[src/rtl/core/rdue_pkg.sv]
// shared types, codes and crc helper for the register datagram uart engine
package rdue_pkg;

  // line constants
  localparam logic [7:0] SYNC_BYTE  = 8'h05;
  localparam logic [7:0] CRC_POLY   = 8'h07;
  localparam logic [7:0] WRITE_FLAG = 8'h80;

  // input opcodes
  typedef enum logic [1:0] {
    OP_WRITE = 2'd0,
    OP_READ  = 2'd1,
    OP_RX    = 2'd2,
    OP_NONE  = 2'd3
  } opcode_e_t;

  // frame byte positions
  localparam logic [2:0] POS_SYNC      = 3'd0;
  localparam logic [2:0] POS_NODE      = 3'd1;
  localparam logic [2:0] POS_REG       = 3'd2;
  localparam logic [2:0] POS_DATA_HI   = 3'd3;
  localparam logic [2:0] POS_DATA_MH   = 3'd4;
  localparam logic [2:0] POS_DATA_ML   = 3'd5;
  localparam logic [2:0] POS_DATA_LO   = 3'd6;
  localparam logic [2:0] POS_WRITE_CRC = 3'd7;
  localparam logic [2:0] POS_READ_CRC  = 3'd3;

  // result kinds
  localparam logic KIND_TX    = 1'b0;
  localparam logic KIND_REPLY = 1'b1;

  // queued command kinds
  typedef enum logic [1:0] {
    CMD_WRITE = 2'd0,
    CMD_READ  = 2'd1,
    CMD_REPLY = 2'd2
  } cmd_kind_t;

  typedef struct packed {
    logic [1:0]  opcode;
    logic [7:0]  node_address;
    logic [6:0]  reg_address;
    logic [31:0] write_data;
    logic [7:0]  rx_byte;
  } in_word_t;

  typedef struct packed {
    logic        kind;
    logic [7:0]  tx_byte;
    logic        last;
    logic [31:0] reply_data;
  } out_word_t;

  // one unit of work for the back end
  typedef struct packed {
    cmd_kind_t   kind;
    logic [7:0]  node;
    logic [6:0]  reg_addr;
    logic [31:0] data;
  } cmd_t;

  // queue status seen by both ends
  typedef struct packed {
    logic empty;
    logic full;
  } q_status_t;

  // crc-8 over one byte, fed lsb first
  function automatic logic [7:0] crc_feed(input logic [7:0] crc, input logic [7:0] data);
    logic [7:0] c;
    logic       top;
    c = crc;
    for (int k = 0; k < 8; k++) begin
      top = c[7];
      c = {c[6:0], 1'b0};
      if (top ^ data[k]) begin
        c = c ^ CRC_POLY;
      end
    end
    return c;
  endfunction

endpackage

[src/rtl/core/rdue_front.sv]
// front end: accepts words, runs the receive framer, queues commands
module rdue_front (
  input  logic               clk,
  input  logic               rst_n,
  input  logic               in_valid,
  output logic               in_stall,
  input  rdue_pkg::in_word_t in_word,
  input  rdue_pkg::q_status_t q_status,
  output logic               push_valid,
  output rdue_pkg::cmd_t     push_cmd
);

  logic [2:0]  rx_pos_r, rx_pos_nxt;
  logic [7:0]  rx_crc_r, rx_crc_nxt;
  logic [31:0] rx_shift_r, rx_shift_nxt;
  logic        accept;
  logic [7:0]  crc_step;

  assign in_stall = q_status.full;
  assign accept   = in_valid && !q_status.full;
  assign crc_step = rdue_pkg::crc_feed(rx_crc_r, in_word.rx_byte);

  // classify the word and update the receive framer
  always_comb begin
    rx_pos_nxt         = rx_pos_r;
    rx_crc_nxt         = rx_crc_r;
    rx_shift_nxt       = rx_shift_r;
    push_valid         = 1'b0;
    push_cmd.kind      = rdue_pkg::CMD_WRITE;
    push_cmd.node      = in_word.node_address;
    push_cmd.reg_addr  = in_word.reg_address;
    push_cmd.data      = in_word.write_data;
    if (accept) begin
      case (rdue_pkg::opcode_e_t'(in_word.opcode))
        rdue_pkg::OP_WRITE: begin
          push_valid    = 1'b1;
          push_cmd.kind = rdue_pkg::CMD_WRITE;
        end
        rdue_pkg::OP_READ: begin
          push_valid    = 1'b1;
          push_cmd.kind = rdue_pkg::CMD_READ;
        end
        rdue_pkg::OP_RX: begin
          if (rx_pos_r == rdue_pkg::POS_SYNC) begin
            // hunting for sync
            if (in_word.rx_byte == rdue_pkg::SYNC_BYTE) begin
              rx_crc_nxt   = rdue_pkg::crc_feed(8'h00, in_word.rx_byte);
              rx_shift_nxt = '0;
              rx_pos_nxt   = rdue_pkg::POS_NODE;
            end
          end else if (rx_pos_r != rdue_pkg::POS_WRITE_CRC) begin
            // frame body
            rx_crc_nxt = crc_step;
            if (rx_pos_r >= rdue_pkg::POS_DATA_HI) begin
              rx_shift_nxt = {rx_shift_r[23:0], in_word.rx_byte};
            end
            rx_pos_nxt = rx_pos_r + 3'd1;
          end else begin
            // crc byte: queue the reply only when it matches
            rx_pos_nxt    = rdue_pkg::POS_SYNC;
            rx_crc_nxt    = '0;
            rx_shift_nxt  = '0;
            push_valid    = (in_word.rx_byte == rx_crc_r);
            push_cmd.kind = rdue_pkg::CMD_REPLY;
            push_cmd.data = rx_shift_r;
          end
        end
        default: begin
        end
      endcase
    end
  end

  // receive state
  always_ff @(posedge clk) begin
    if (!rst_n) begin
      rx_pos_r   <= '0;
      rx_crc_r   <= '0;
      rx_shift_r <= '0;
    end else begin
      rx_pos_r   <= rx_pos_nxt;
      rx_crc_r   <= rx_crc_nxt;
      rx_shift_r <= rx_shift_nxt;
    end
  end

endmodule

[src/rtl/core/rdue_queue.sv]
// short command queue between front and back ends
module rdue_queue #(
  parameter int DEPTH = 4
) (
  input  logic                clk,
  input  logic                rst_n,
  input  logic                push,
  input  rdue_pkg::cmd_t      push_cmd,
  input  logic                pop,
  output rdue_pkg::cmd_t      head_cmd,
  output rdue_pkg::q_status_t status
);

  localparam int PTR_W = $clog2(DEPTH);
  localparam int CNT_W = $clog2(DEPTH + 1);

  rdue_pkg::cmd_t   mem_r [DEPTH];
  logic [PTR_W-1:0] wr_ptr_r, wr_ptr_nxt;
  logic [PTR_W-1:0] rd_ptr_r, rd_ptr_nxt;
  logic [CNT_W-1:0] count_r, count_nxt;

  assign head_cmd     = mem_r[rd_ptr_r];
  assign status.empty = (count_r == '0);
  assign status.full  = (count_r == CNT_W'(DEPTH));

  // pointer and fill count updates
  always_comb begin
    wr_ptr_nxt = wr_ptr_r;
    rd_ptr_nxt = rd_ptr_r;
    count_nxt  = count_r;
    if (push) begin
      wr_ptr_nxt = (wr_ptr_r == PTR_W'(DEPTH - 1)) ? '0 : wr_ptr_r + 1'b1;
    end
    if (pop) begin
      rd_ptr_nxt = (rd_ptr_r == PTR_W'(DEPTH - 1)) ? '0 : rd_ptr_r + 1'b1;
    end
    if (push && !pop) begin
      count_nxt = count_r + 1'b1;
    end else if (pop && !push) begin
      count_nxt = count_r - 1'b1;
    end
  end

  always_ff @(posedge clk) begin
    if (!rst_n) begin
      wr_ptr_r <= '0;
      rd_ptr_r <= '0;
      count_r  <= '0;
    end else begin
      wr_ptr_r <= wr_ptr_nxt;
      rd_ptr_r <= rd_ptr_nxt;
      count_r  <= count_nxt;
    end
  end

  // entry storage
  always_ff @(posedge clk) begin
    if (push) begin
      mem_r[wr_ptr_r] <= push_cmd;
    end
  end

  a_no_overflow: assert property (@(posedge clk) disable iff (!rst_n)
    status.full |-> !push)
    else $error("push into full queue");

  a_no_underflow: assert property (@(posedge clk) disable iff (!rst_n)
    status.empty |-> !pop)
    else $error("pop from empty queue");

  a_count_bound: assert property (@(posedge clk) disable iff (!rst_n)
    count_r <= CNT_W'(DEPTH))
    else $error("queue count beyond depth");

endmodule

[src/rtl/core/rdue_back.sv]
// back end: expands queued commands into line bytes or reply words
module rdue_back (
  input  logic                clk,
  input  logic                rst_n,
  input  rdue_pkg::cmd_t      head_cmd,
  input  rdue_pkg::q_status_t q_status,
  output logic                pop,
  output logic                out_valid,
  input  logic                out_stall,
  output rdue_pkg::out_word_t out_word
);

  logic [2:0]          idx_r, idx_nxt;
  logic [7:0]          crc_r, crc_nxt;
  logic                out_valid_r, out_valid_nxt;
  rdue_pkg::out_word_t out_word_r, out_word_nxt;
  logic                out_free;
  logic                fire;
  logic [7:0]          frame_byte;
  logic [7:0]          line_byte;
  logic [2:0]          last_idx;
  logic                is_last;

  assign out_valid = out_valid_r;
  assign out_word  = out_word_r;
  assign out_free  = !out_valid_r || !out_stall;
  assign fire      = !q_status.empty && out_free;

  // byte at the current frame position
  always_comb begin
    case (idx_r)
      rdue_pkg::POS_SYNC: frame_byte = rdue_pkg::SYNC_BYTE;
      rdue_pkg::POS_NODE: frame_byte = head_cmd.node;
      rdue_pkg::POS_REG: begin
        frame_byte = (head_cmd.kind == rdue_pkg::CMD_WRITE)
                   ? ({1'b0, head_cmd.reg_addr} | rdue_pkg::WRITE_FLAG)
                   : {1'b0, head_cmd.reg_addr};
      end
      rdue_pkg::POS_DATA_HI: frame_byte = head_cmd.data[31:24];
      rdue_pkg::POS_DATA_MH: frame_byte = head_cmd.data[23:16];
      rdue_pkg::POS_DATA_ML: frame_byte = head_cmd.data[15:8];
      rdue_pkg::POS_DATA_LO: frame_byte = head_cmd.data[7:0];
      default:               frame_byte = 8'h00;
    endcase
  end

  assign last_idx  = (head_cmd.kind == rdue_pkg::CMD_WRITE)
                   ? rdue_pkg::POS_WRITE_CRC : rdue_pkg::POS_READ_CRC;
  assign is_last   = (idx_r == last_idx);
  assign line_byte = is_last ? crc_r : frame_byte;

  // sequencer and output register
  always_comb begin
    idx_nxt       = idx_r;
    crc_nxt       = crc_r;
    pop           = 1'b0;
    out_word_nxt  = out_word_r;
    out_valid_nxt = out_stall ? out_valid_r : 1'b0;
    if (fire) begin
      case (head_cmd.kind)
        rdue_pkg::CMD_WRITE, rdue_pkg::CMD_READ: begin
          out_valid_nxt           = 1'b1;
          out_word_nxt.kind       = rdue_pkg::KIND_TX;
          out_word_nxt.tx_byte    = line_byte;
          out_word_nxt.last       = is_last;
          out_word_nxt.reply_data = '0;
          if (is_last) begin
            idx_nxt = '0;
            crc_nxt = '0;
            pop     = 1'b1;
          end else begin
            idx_nxt = idx_r + 3'd1;
            crc_nxt = rdue_pkg::crc_feed(crc_r, line_byte);
          end
        end
        rdue_pkg::CMD_REPLY: begin
          out_valid_nxt           = 1'b1;
          out_word_nxt.kind       = rdue_pkg::KIND_REPLY;
          out_word_nxt.tx_byte    = '0;
          out_word_nxt.last       = 1'b1;
          out_word_nxt.reply_data = head_cmd.data;
          pop                     = 1'b1;
        end
        default: begin
          pop = 1'b1;
        end
      endcase
    end
  end

  always_ff @(posedge clk) begin
    if (!rst_n) begin
      idx_r       <= '0;
      crc_r       <= '0;
      out_valid_r <= 1'b0;
    end else begin
      idx_r       <= idx_nxt;
      crc_r       <= crc_nxt;
      out_valid_r <= out_valid_nxt;
    end
    out_word_r <= out_word_nxt;
  end

  a_pop_with_last: assert property (@(posedge clk) disable iff (!rst_n)
    (pop && head_cmd.kind != rdue_pkg::CMD_REPLY
         && (head_cmd.kind == rdue_pkg::CMD_WRITE || head_cmd.kind == rdue_pkg::CMD_READ))
    |=> (out_valid_r && out_word_r.last && idx_r == 3'd0))
    else $error("datagram popped without a last byte");

  a_read_index: assert property (@(posedge clk) disable iff (!rst_n)
    (!q_status.empty && head_cmd.kind == rdue_pkg::CMD_READ) |-> (idx_r <= 3'd3))
    else $error("read request ran past its crc byte");

  a_reply_idle_index: assert property (@(posedge clk) disable iff (!rst_n)
    (!q_status.empty && head_cmd.kind == rdue_pkg::CMD_REPLY) |-> (idx_r == 3'd0))
    else $error("reply reached with datagram in progress");

endmodule

[src/rtl/core/register_datagram_uart_engine_top.sv]
// top level of the register datagram uart engine
// a command from an accepted word passes through the queue into the output register
// a write goes out as eight line bytes, a read request as four, a good reply as one word;
//   the back end emits one line byte per cycle while out_stall does not hold it
// the front keeps accepting while the command queue has room
// reset (synchronous, active low) empties the queue, clears the receive framer and idles the back end
module register_datagram_uart_engine_top #(
  parameter int QUEUE_DEPTH = 4
) (
  input  logic                clk,
  input  logic                rst_n,
  input  logic                in_valid,
  output logic                in_stall,
  input  rdue_pkg::in_word_t  in_word,
  output logic                out_valid,
  input  logic                out_stall,
  output rdue_pkg::out_word_t out_word
);

  rdue_pkg::q_status_t q_status;
  rdue_pkg::cmd_t      push_cmd;
  rdue_pkg::cmd_t      head_cmd;
  logic                push_valid;
  logic                pop;

  // word intake and receive framer
  rdue_front u_front (
    .clk        (clk),
    .rst_n      (rst_n),
    .in_valid   (in_valid),
    .in_stall   (in_stall),
    .in_word    (in_word),
    .q_status   (q_status),
    .push_valid (push_valid),
    .push_cmd   (push_cmd)
  );

  // command queue
  rdue_queue #(
    .DEPTH (QUEUE_DEPTH)
  ) u_queue (
    .clk      (clk),
    .rst_n    (rst_n),
    .push     (push_valid),
    .push_cmd (push_cmd),
    .pop      (pop),
    .head_cmd (head_cmd),
    .status   (q_status)
  );

  // datagram sequencer
  rdue_back u_back (
    .clk       (clk),
    .rst_n     (rst_n),
    .head_cmd  (head_cmd),
    .q_status  (q_status),
    .pop       (pop),
    .out_valid (out_valid),
    .out_stall (out_stall),
    .out_word  (out_word)
  );

endmodule
[config.mk]
export PLATFORM = sky130hd
export DESIGN_NAME = register_datagram_uart_engine_top
export DESIGN_NICKNAME = d
export VERILOG_FILES = /design/src/rtl/core/rdue_pkg.sv /design/src/rtl/core/rdue_front.sv /design/src/rtl/core/rdue_queue.sv /design/src/rtl/core/rdue_back.sv /design/src/rtl/core/register_datagram_uart_engine_top.sv
export SDC_FILE = /design/constraint.sdc
export NUM_CORES = 1
export LEC_CHECK = 0
export ABC_AREA = 1
export BUFFER_PORTS_ARGS = -buffer_cell sky130_fd_sc_hd__buf_2
export CORE_MARGIN = 2
export CORE_UTILIZATION = 60
export CTS_BUF_LIST = sky130_fd_sc_hd__clkbuf_4
export CTS_CLUSTER_SIZE = 10
export DETAILED_ROUTE_END_ITERATION = 16
export GPL_TIMING_DRIVEN = 0
export PLACE_DENSITY_LB_ADDON = 0.3
export SYNTH_ARGS = -nofsm -noshare
export SYNTH_HDL_FRONTEND = slang
export SYNTH_HIERARCHICAL = 1
export SYNTH_SLANG_ARGS = --single-unit
export TNS_END_PERCENT = 50
[constraint.sdc]
create_clock -name clk -period 8.5 [get_ports clk]
set_clock_uncertainty 0.2 [all_clocks]
set_input_delay 0.85 -clock clk [delete_from_list [all_inputs] [get_ports clk]]
set_output_delay 0.85 -clock clk [all_outputs]
set_load 0.05 [all_outputs]
---- Word-level counts from Yosys, hierarchy flattened ----
Memory sizes are Yosys's and may differ from the RTL's. A register that Yosys moved wholly into a read port is not among the register bits.
Index checks and enable logic that the tools add are counted.
cells by class
  equal/unequal tests ..................... 19
  mux-type cells .......................... 116
  reduce and logical (&&, ||, !) cells .... 25
  $lt $le $gt $ge ......................... 1
  bitwise gates (word level) .............. 46
  $add $sub $neg .......................... 6
operators with widths
  kind                                                                   count
  8-bit two-way mux                                                      55
  32-bit two-way mux                                                     8
  3-bit two-way mux                                                      31
  42-bit one-hot mux with 2 select lines                                 1
  3-bit inverter                                                         23
  8-bit one-hot mux with 7 select lines                                  1
  1-bit XOR                                                              23
  2-bit two-way mux                                                      7
  3-bit equality test, second input constant                             4
  1-bit two-way mux                                                      11
  3-bit by 1-bit adder with 3-bit output, second input constant          3
  3-bit zero test                                                        3
  2-bit equality test, second input constant                             4
  8-bit by 3-bit equality test with 1-bit output, second input constant  1
  8-bit equality test                                                    1
  3-bit by 2-bit equality test with 1-bit output, second input constant  2
  1-bit zero test                                                        6
  2-bit by 1-bit adder with 2-bit output, second input constant          2
  2-bit by 1-bit equality test with 1-bit output, second input constant  2
  1-bit logical AND                                                      4
  2-bit zero test                                                        2
  2-bit one-hot mux with 2 select lines                                  1
  2-bit AND reduction                                                    2
  4-bit AND reduction                                                    1
  other kinds (13)                                                       15
storage, ports and cells
  output and inout bits ................... 44
  register bits after elaboration ......... 104
  RAM bits ................................ 196
  input port bits ......................... 61
  word-level logic and storage cells ...... 227
  memories ................................ 1
memories
  name           words  bits a word  read ports  clocked after Yosys merged registers in  wr ports  line              text
  u_queue.mem_r  4      49           1           1                                        1         rdue_queue.sv:17  rdue_pkg::cmd_t mem_r [DEPTH];

---- Logic depth before layout (Yosys ltp) ----
  word-level depth ........................ 45
  mapped depth ............................ 21
  gate-level depth less buffers ........... 19

---- Cells and area by module ----
Netlist, hierarchy kept.
by module, submodules not included
  module      seq. area each (um2)  cells each  times used  area each (um2)
  rdue_queue  6065.8                533         1           7717.4
  rdue_front  860.8                 486         1           3241.9
  rdue_back   1501.4                381         1           3030.4

---- Worst setup path after synthesis ----
Ideal clock, no wire load.
  path type ............................... input -> register
  start ................................... input port out_stall
  end ..................................... register u_back.out_word_r, in the netlist u_back/out_word[0], enable pin
  buffers on the path ..................... 0
  library setup time ...................... 0.457 ns
  arrival ................................. 3.208 ns
  slack ................................... 4.635 ns
  required time ........................... 7.843 ns
  stages .................................. 5
  path through ............................ nand2_1 inv_1 nor2_1 inv_1 a21oi_1
between the ends
  longest elaborated chain between the ends .. 4
ends and longest elaborated chain
  what                                  line                                     text
  start: declaration                    register_datagram_uart_engine_top.sv:16  input logic out_stall,
  1-bit zero test                       rdue_back.sv:26                          assign out_free = !out_valid_r || !out_stall;
  1-bit logical OR                      rdue_back.sv:26
  1-bit logical AND                     rdue_back.sv:27                          assign fire = !q_status.empty && out_free;
  2-bit AND reduction (no source line)  -
  end signal: assignment                rdue_back.sv:101                         out_word_r <= out_word_nxt;
  end: declaration                      rdue_back.sv:16                          rdue_pkg::out_word_t out_word_r, out_word_nxt;
No other way between the ends.
A chain may end at the register's enable or synchronous reset.

==> results.json <==
{
  "status": "completed",
  "cts_made_buffers": 76,
  "die-area_um2": 24600,
  "cp_max_fo": 10,
  "finalCriticalPeriod_ps": 3940,
  "root_buffer": "clkbuf_4",
  "max_clock_freq_ghz": 0.254,
  "worst_pin_slew_ps": 1030,
  "drcViolationCount": 0,
  "hp-start": "in_word[50]",
  "ios": 105,
  "nFillCells": 1688,
  "numPortBuffers": 88,
  "start_util": 0.614,
  "finalPower_mw": 5.41,
  "async_reset_ff_frac": 0,
  "cp.required_ps": 8870,
  "min_path_type": "in2reg",
  "ys_ff_latch": 302,
  "cp.arrival_ps": 4310,
  "synth_fa_ha_area_frac": 0.0220,
  "postRouteAntennaNets": 0,
  "cap_viol_max_count": 0,
  "worstSetupPathType": "reg2reg",
  "reg2reg_slack_ps": 4560,
  "r2r-end": "u_queue/count_r[1]$_SDFFE_PN0P_",
  "multi_input_area_um2": 4490,
  "holdPathStages": 1,
  "hpwl_mm": 23.8,
  "grt-ovfl-total": 0,
  "grt_usage": 0.287,
  "power_switching_mw": 2.29,
  "slowest_delay_ps": 530,
  "synth_compound_area_frac": 0.127,
  "drive_above_1_share": 0.222,
  "intPower_mw": 3.12,
  "die_h_um": 157,
  "grt_max_degree": 35,
  "num_vias": 10900,
  "grt_pass1_wl_mm": 53.9,
  "insertion_delay_ps": 680,
  "worstRegToRegCells": 14,
  "yosysSeqAreaShare": 0.602,
  "antenna_found_initial": 1,
  "wl_mm": 34.6,
  "synth_top_family_by_area": "simple AND/OR/NAND/NOR gates",
  "worst_path_max_delay_cell": "dfxtp_1",
  "yosys.area_share.xor_xnor": 0.0106,
  "peakVddDrop_mv": 0.202,
  "hold_viol": 0,
  "cellLeakagePower_nw": 6.32,
  "clockBufferDepth": 3,
  "switching_share": 0.424,
  "coreArea_um2": 22800,
  "drt_pass1_iterations": 5,
  "die_x_um": 157,
  "synth_cell_types": 42,
  "clockPowerShare": 0.226,
  "min_to": "u_queue/mem_r[0][42]$_DFFE_PP_",
  "cts_tree": "yes",
  "tns_ps": 0,
  "clk_pin_slew_ps": 60,
  "cts_setup_buffers": 0,
  "row_count": 55,
  "first_iter_violations": 1028,
  "synth_fp_nets": 1485,
  "finalCritPeriodShare": 0.464,
  "final_common_cell": "edfxtp_1",
  "cts.sinks": 302,
  "syn_area_um2": 14000,
  "viasPerCell": 5.63,
  "synth_edf_count": 238,
  "share_comb_of_total_power": 0.419,
  "rsz0062_at_grt": "no",
  "setup_viol": 0,
  "cts_hold_buf": 0,
  "gp_congestion": 0.944,
  "final_nets": 1656,
  "htreeDepth": 3,
  "yosysWarnings": 6,
  "final_max_slew_viol_count": 0,
  "seq_area_um2": 8430,
  "grt_pass1_vias": 10500,
  "whs_ps": 169,
  "endpoint_kind": "register",
  "wl_per_cell_um": 17.8,
  "p_seq_frac": 0.355,
  "cp-start-kind": "register",
  "postSynthAreaPerCell_um2": 9.99,
  "yosys.area_share.simple": 0.161,
  "area_growth_pct": 13.7,
  "slew_headroom": 0.311,
  "cellPowerDensity_nw_per_um2": 340,
  "synth_ff_type": "edfxtp_1",
  "layout_common_cells": "edfxtp_1 (238), nand2_1 (197), nor2_1 (174)",
  "path_cells": "clkbuf_1 > o21ai_0 > o22ai_1 > nor2_1 > nand2_2 > nand3_2 > buf_6 > a21oi_1 > inv_1 > ha_1 > inv_1 > fa_1 > o21ai_0 > nor2_1",
  "synthCells": 1400,
  "synthMuxAreaShare": 0,
  "ctsResizeCount": 0
}
-- worst max-delay path by stage --
| stage | to | startpoint | slack [ps] | depth (start not counted) |
|---|---|---|---|---|
| 2_1_floorplan | u_back/out_word[0]$_SDFFCE_PN0P_ | out_stall | 4630 | 5 |
| 3_3_place_gp | u_back/out_word[6]$_SDFFCE_PN0P_ | out_stall | 3530 | 6 |
| 3_5_place_dp | u_queue/count_r[1]$_SDFFE_PN0P_ | register | 4640 | 14 |
| 4_1_cts | u_queue/count_r[1]$_SDFFE_PN0P_ | register | 4630 | 14 |
| 5_1_grt | u_queue/count_r[1]$_SDFFE_PN0P_ | register | 4320 | 14 |
| 6_report | u_queue/count_r[1]$_SDFFE_PN0P_ | register | 4560 | 14 |
-- metal layers --
layer  track usage  share of wire  vias to the layer above
met1         0.379           0.40                     5104
met3        0.0546          0.086                       98
met4         0.130          0.038                        0
met2         0.465           0.47                      564
li1              -              -                     5165
met5             0              0                        -
-- cell families after synthesis --
group | count (synthesis)
and+or+nand+nor | 515
AOI/OAI and AO/OA | 317
DFF | 302
buffers and inverters | 225
adders and majority gates | 24
xor gates and xnor gates | 17
-- stage by stage --
| step | setup WS [ps] | area (um^2) | utilization | instances |
|---|---|---|---|---|
| 6_report | 4560 | 15900 | 0.699 | 1940 |
| 5_1_grt | 4320 | 15900 | 0.699 | 1940 |
| 4_1_cts | 4630 | 15900 | 0.698 | 1939 |
| 3_5_place_dp | 4640 | 14900 | 0.656 | 1806 |
| 3_3_place_gp | 3530 | 14800 | 0.651 | 1801 |
| 2_1_floorplan | 4630 | 14000 | - | 1400 |
-- power by group through the flow --
stage | Sequential, mW | Combinational, mW | Clock [mW]
after floorplan | 2.33 | 1.22 | 0
after global placement | 1.96 | 2.14 | 0
after detailed placement | 1.95 | 2.23 | 0
after CTS | 1.92 | 2.24 | 1.25
after global routing | 1.93 | 2.46 | 1.32
final | 1.92 | 2.27 | 1.22
-- synth_stat cells (21+ instances only) --
library cell    n  share of area
o21ai_1        28          0.010
a21oi_1        45          0.016
inv_1         125          0.034
dfxtp_1        64          0.092
nand3_1        57          0.020
a21oi_2        22          0.014
buf_2          24         0.0086
o21ai_0       155          0.055
ha_1           23          0.021
nand2_1       197          0.053
nand2_2        22         0.0098
nor2_1        174          0.047
o22ai_1        58          0.026
nor3_1         38          0.014
clkbuf_1       21         0.0056
edfxtp_1      238           0.51
-- worst max-delay path: cells and delay by family (launching register included) --
kind / cells / cell delay [ps]
AND/OR/NAND/NOR: 4 / 410
adder cells (fa/ha/maj): 2 / 660
buffers and inverters: 4 / 820
AO/OA/AOI/OAI: 4 / 1240
flip-flops: 1 / 530
-- state kept, by name (all words and copies together) (netlist names), named ones only --
name and count:
u_queue/mem_r 196, u_front/rx_shift_r 32, u_front/rx_crc_r 8, u_back/out_valid 1, u_front/rx_pos_r 3, u_back/out_word 42
u_queue/wr_ptr_r 2, u_queue/count_r 3, u_back/idx_r 3, u_queue/rd_ptr_r 2, u_back/crc_r 8
-- layout make-up --
class | instances | share of cell area
clock inverters | 22 | 0.00849
diodes | 1 | 0.000157
repair buffers | 93 | 0.0344
clock buffers | 111 | 0.0524
multi-input cells | 873 | 0.282
inverters | 141 | 0.0341
plain buffers | 84 | 0.0338
flip-flops and latches | 302 | 0.530
well taps | 313 | 0.0246
No activity file was read; power rests on OpenSTA's default activity.
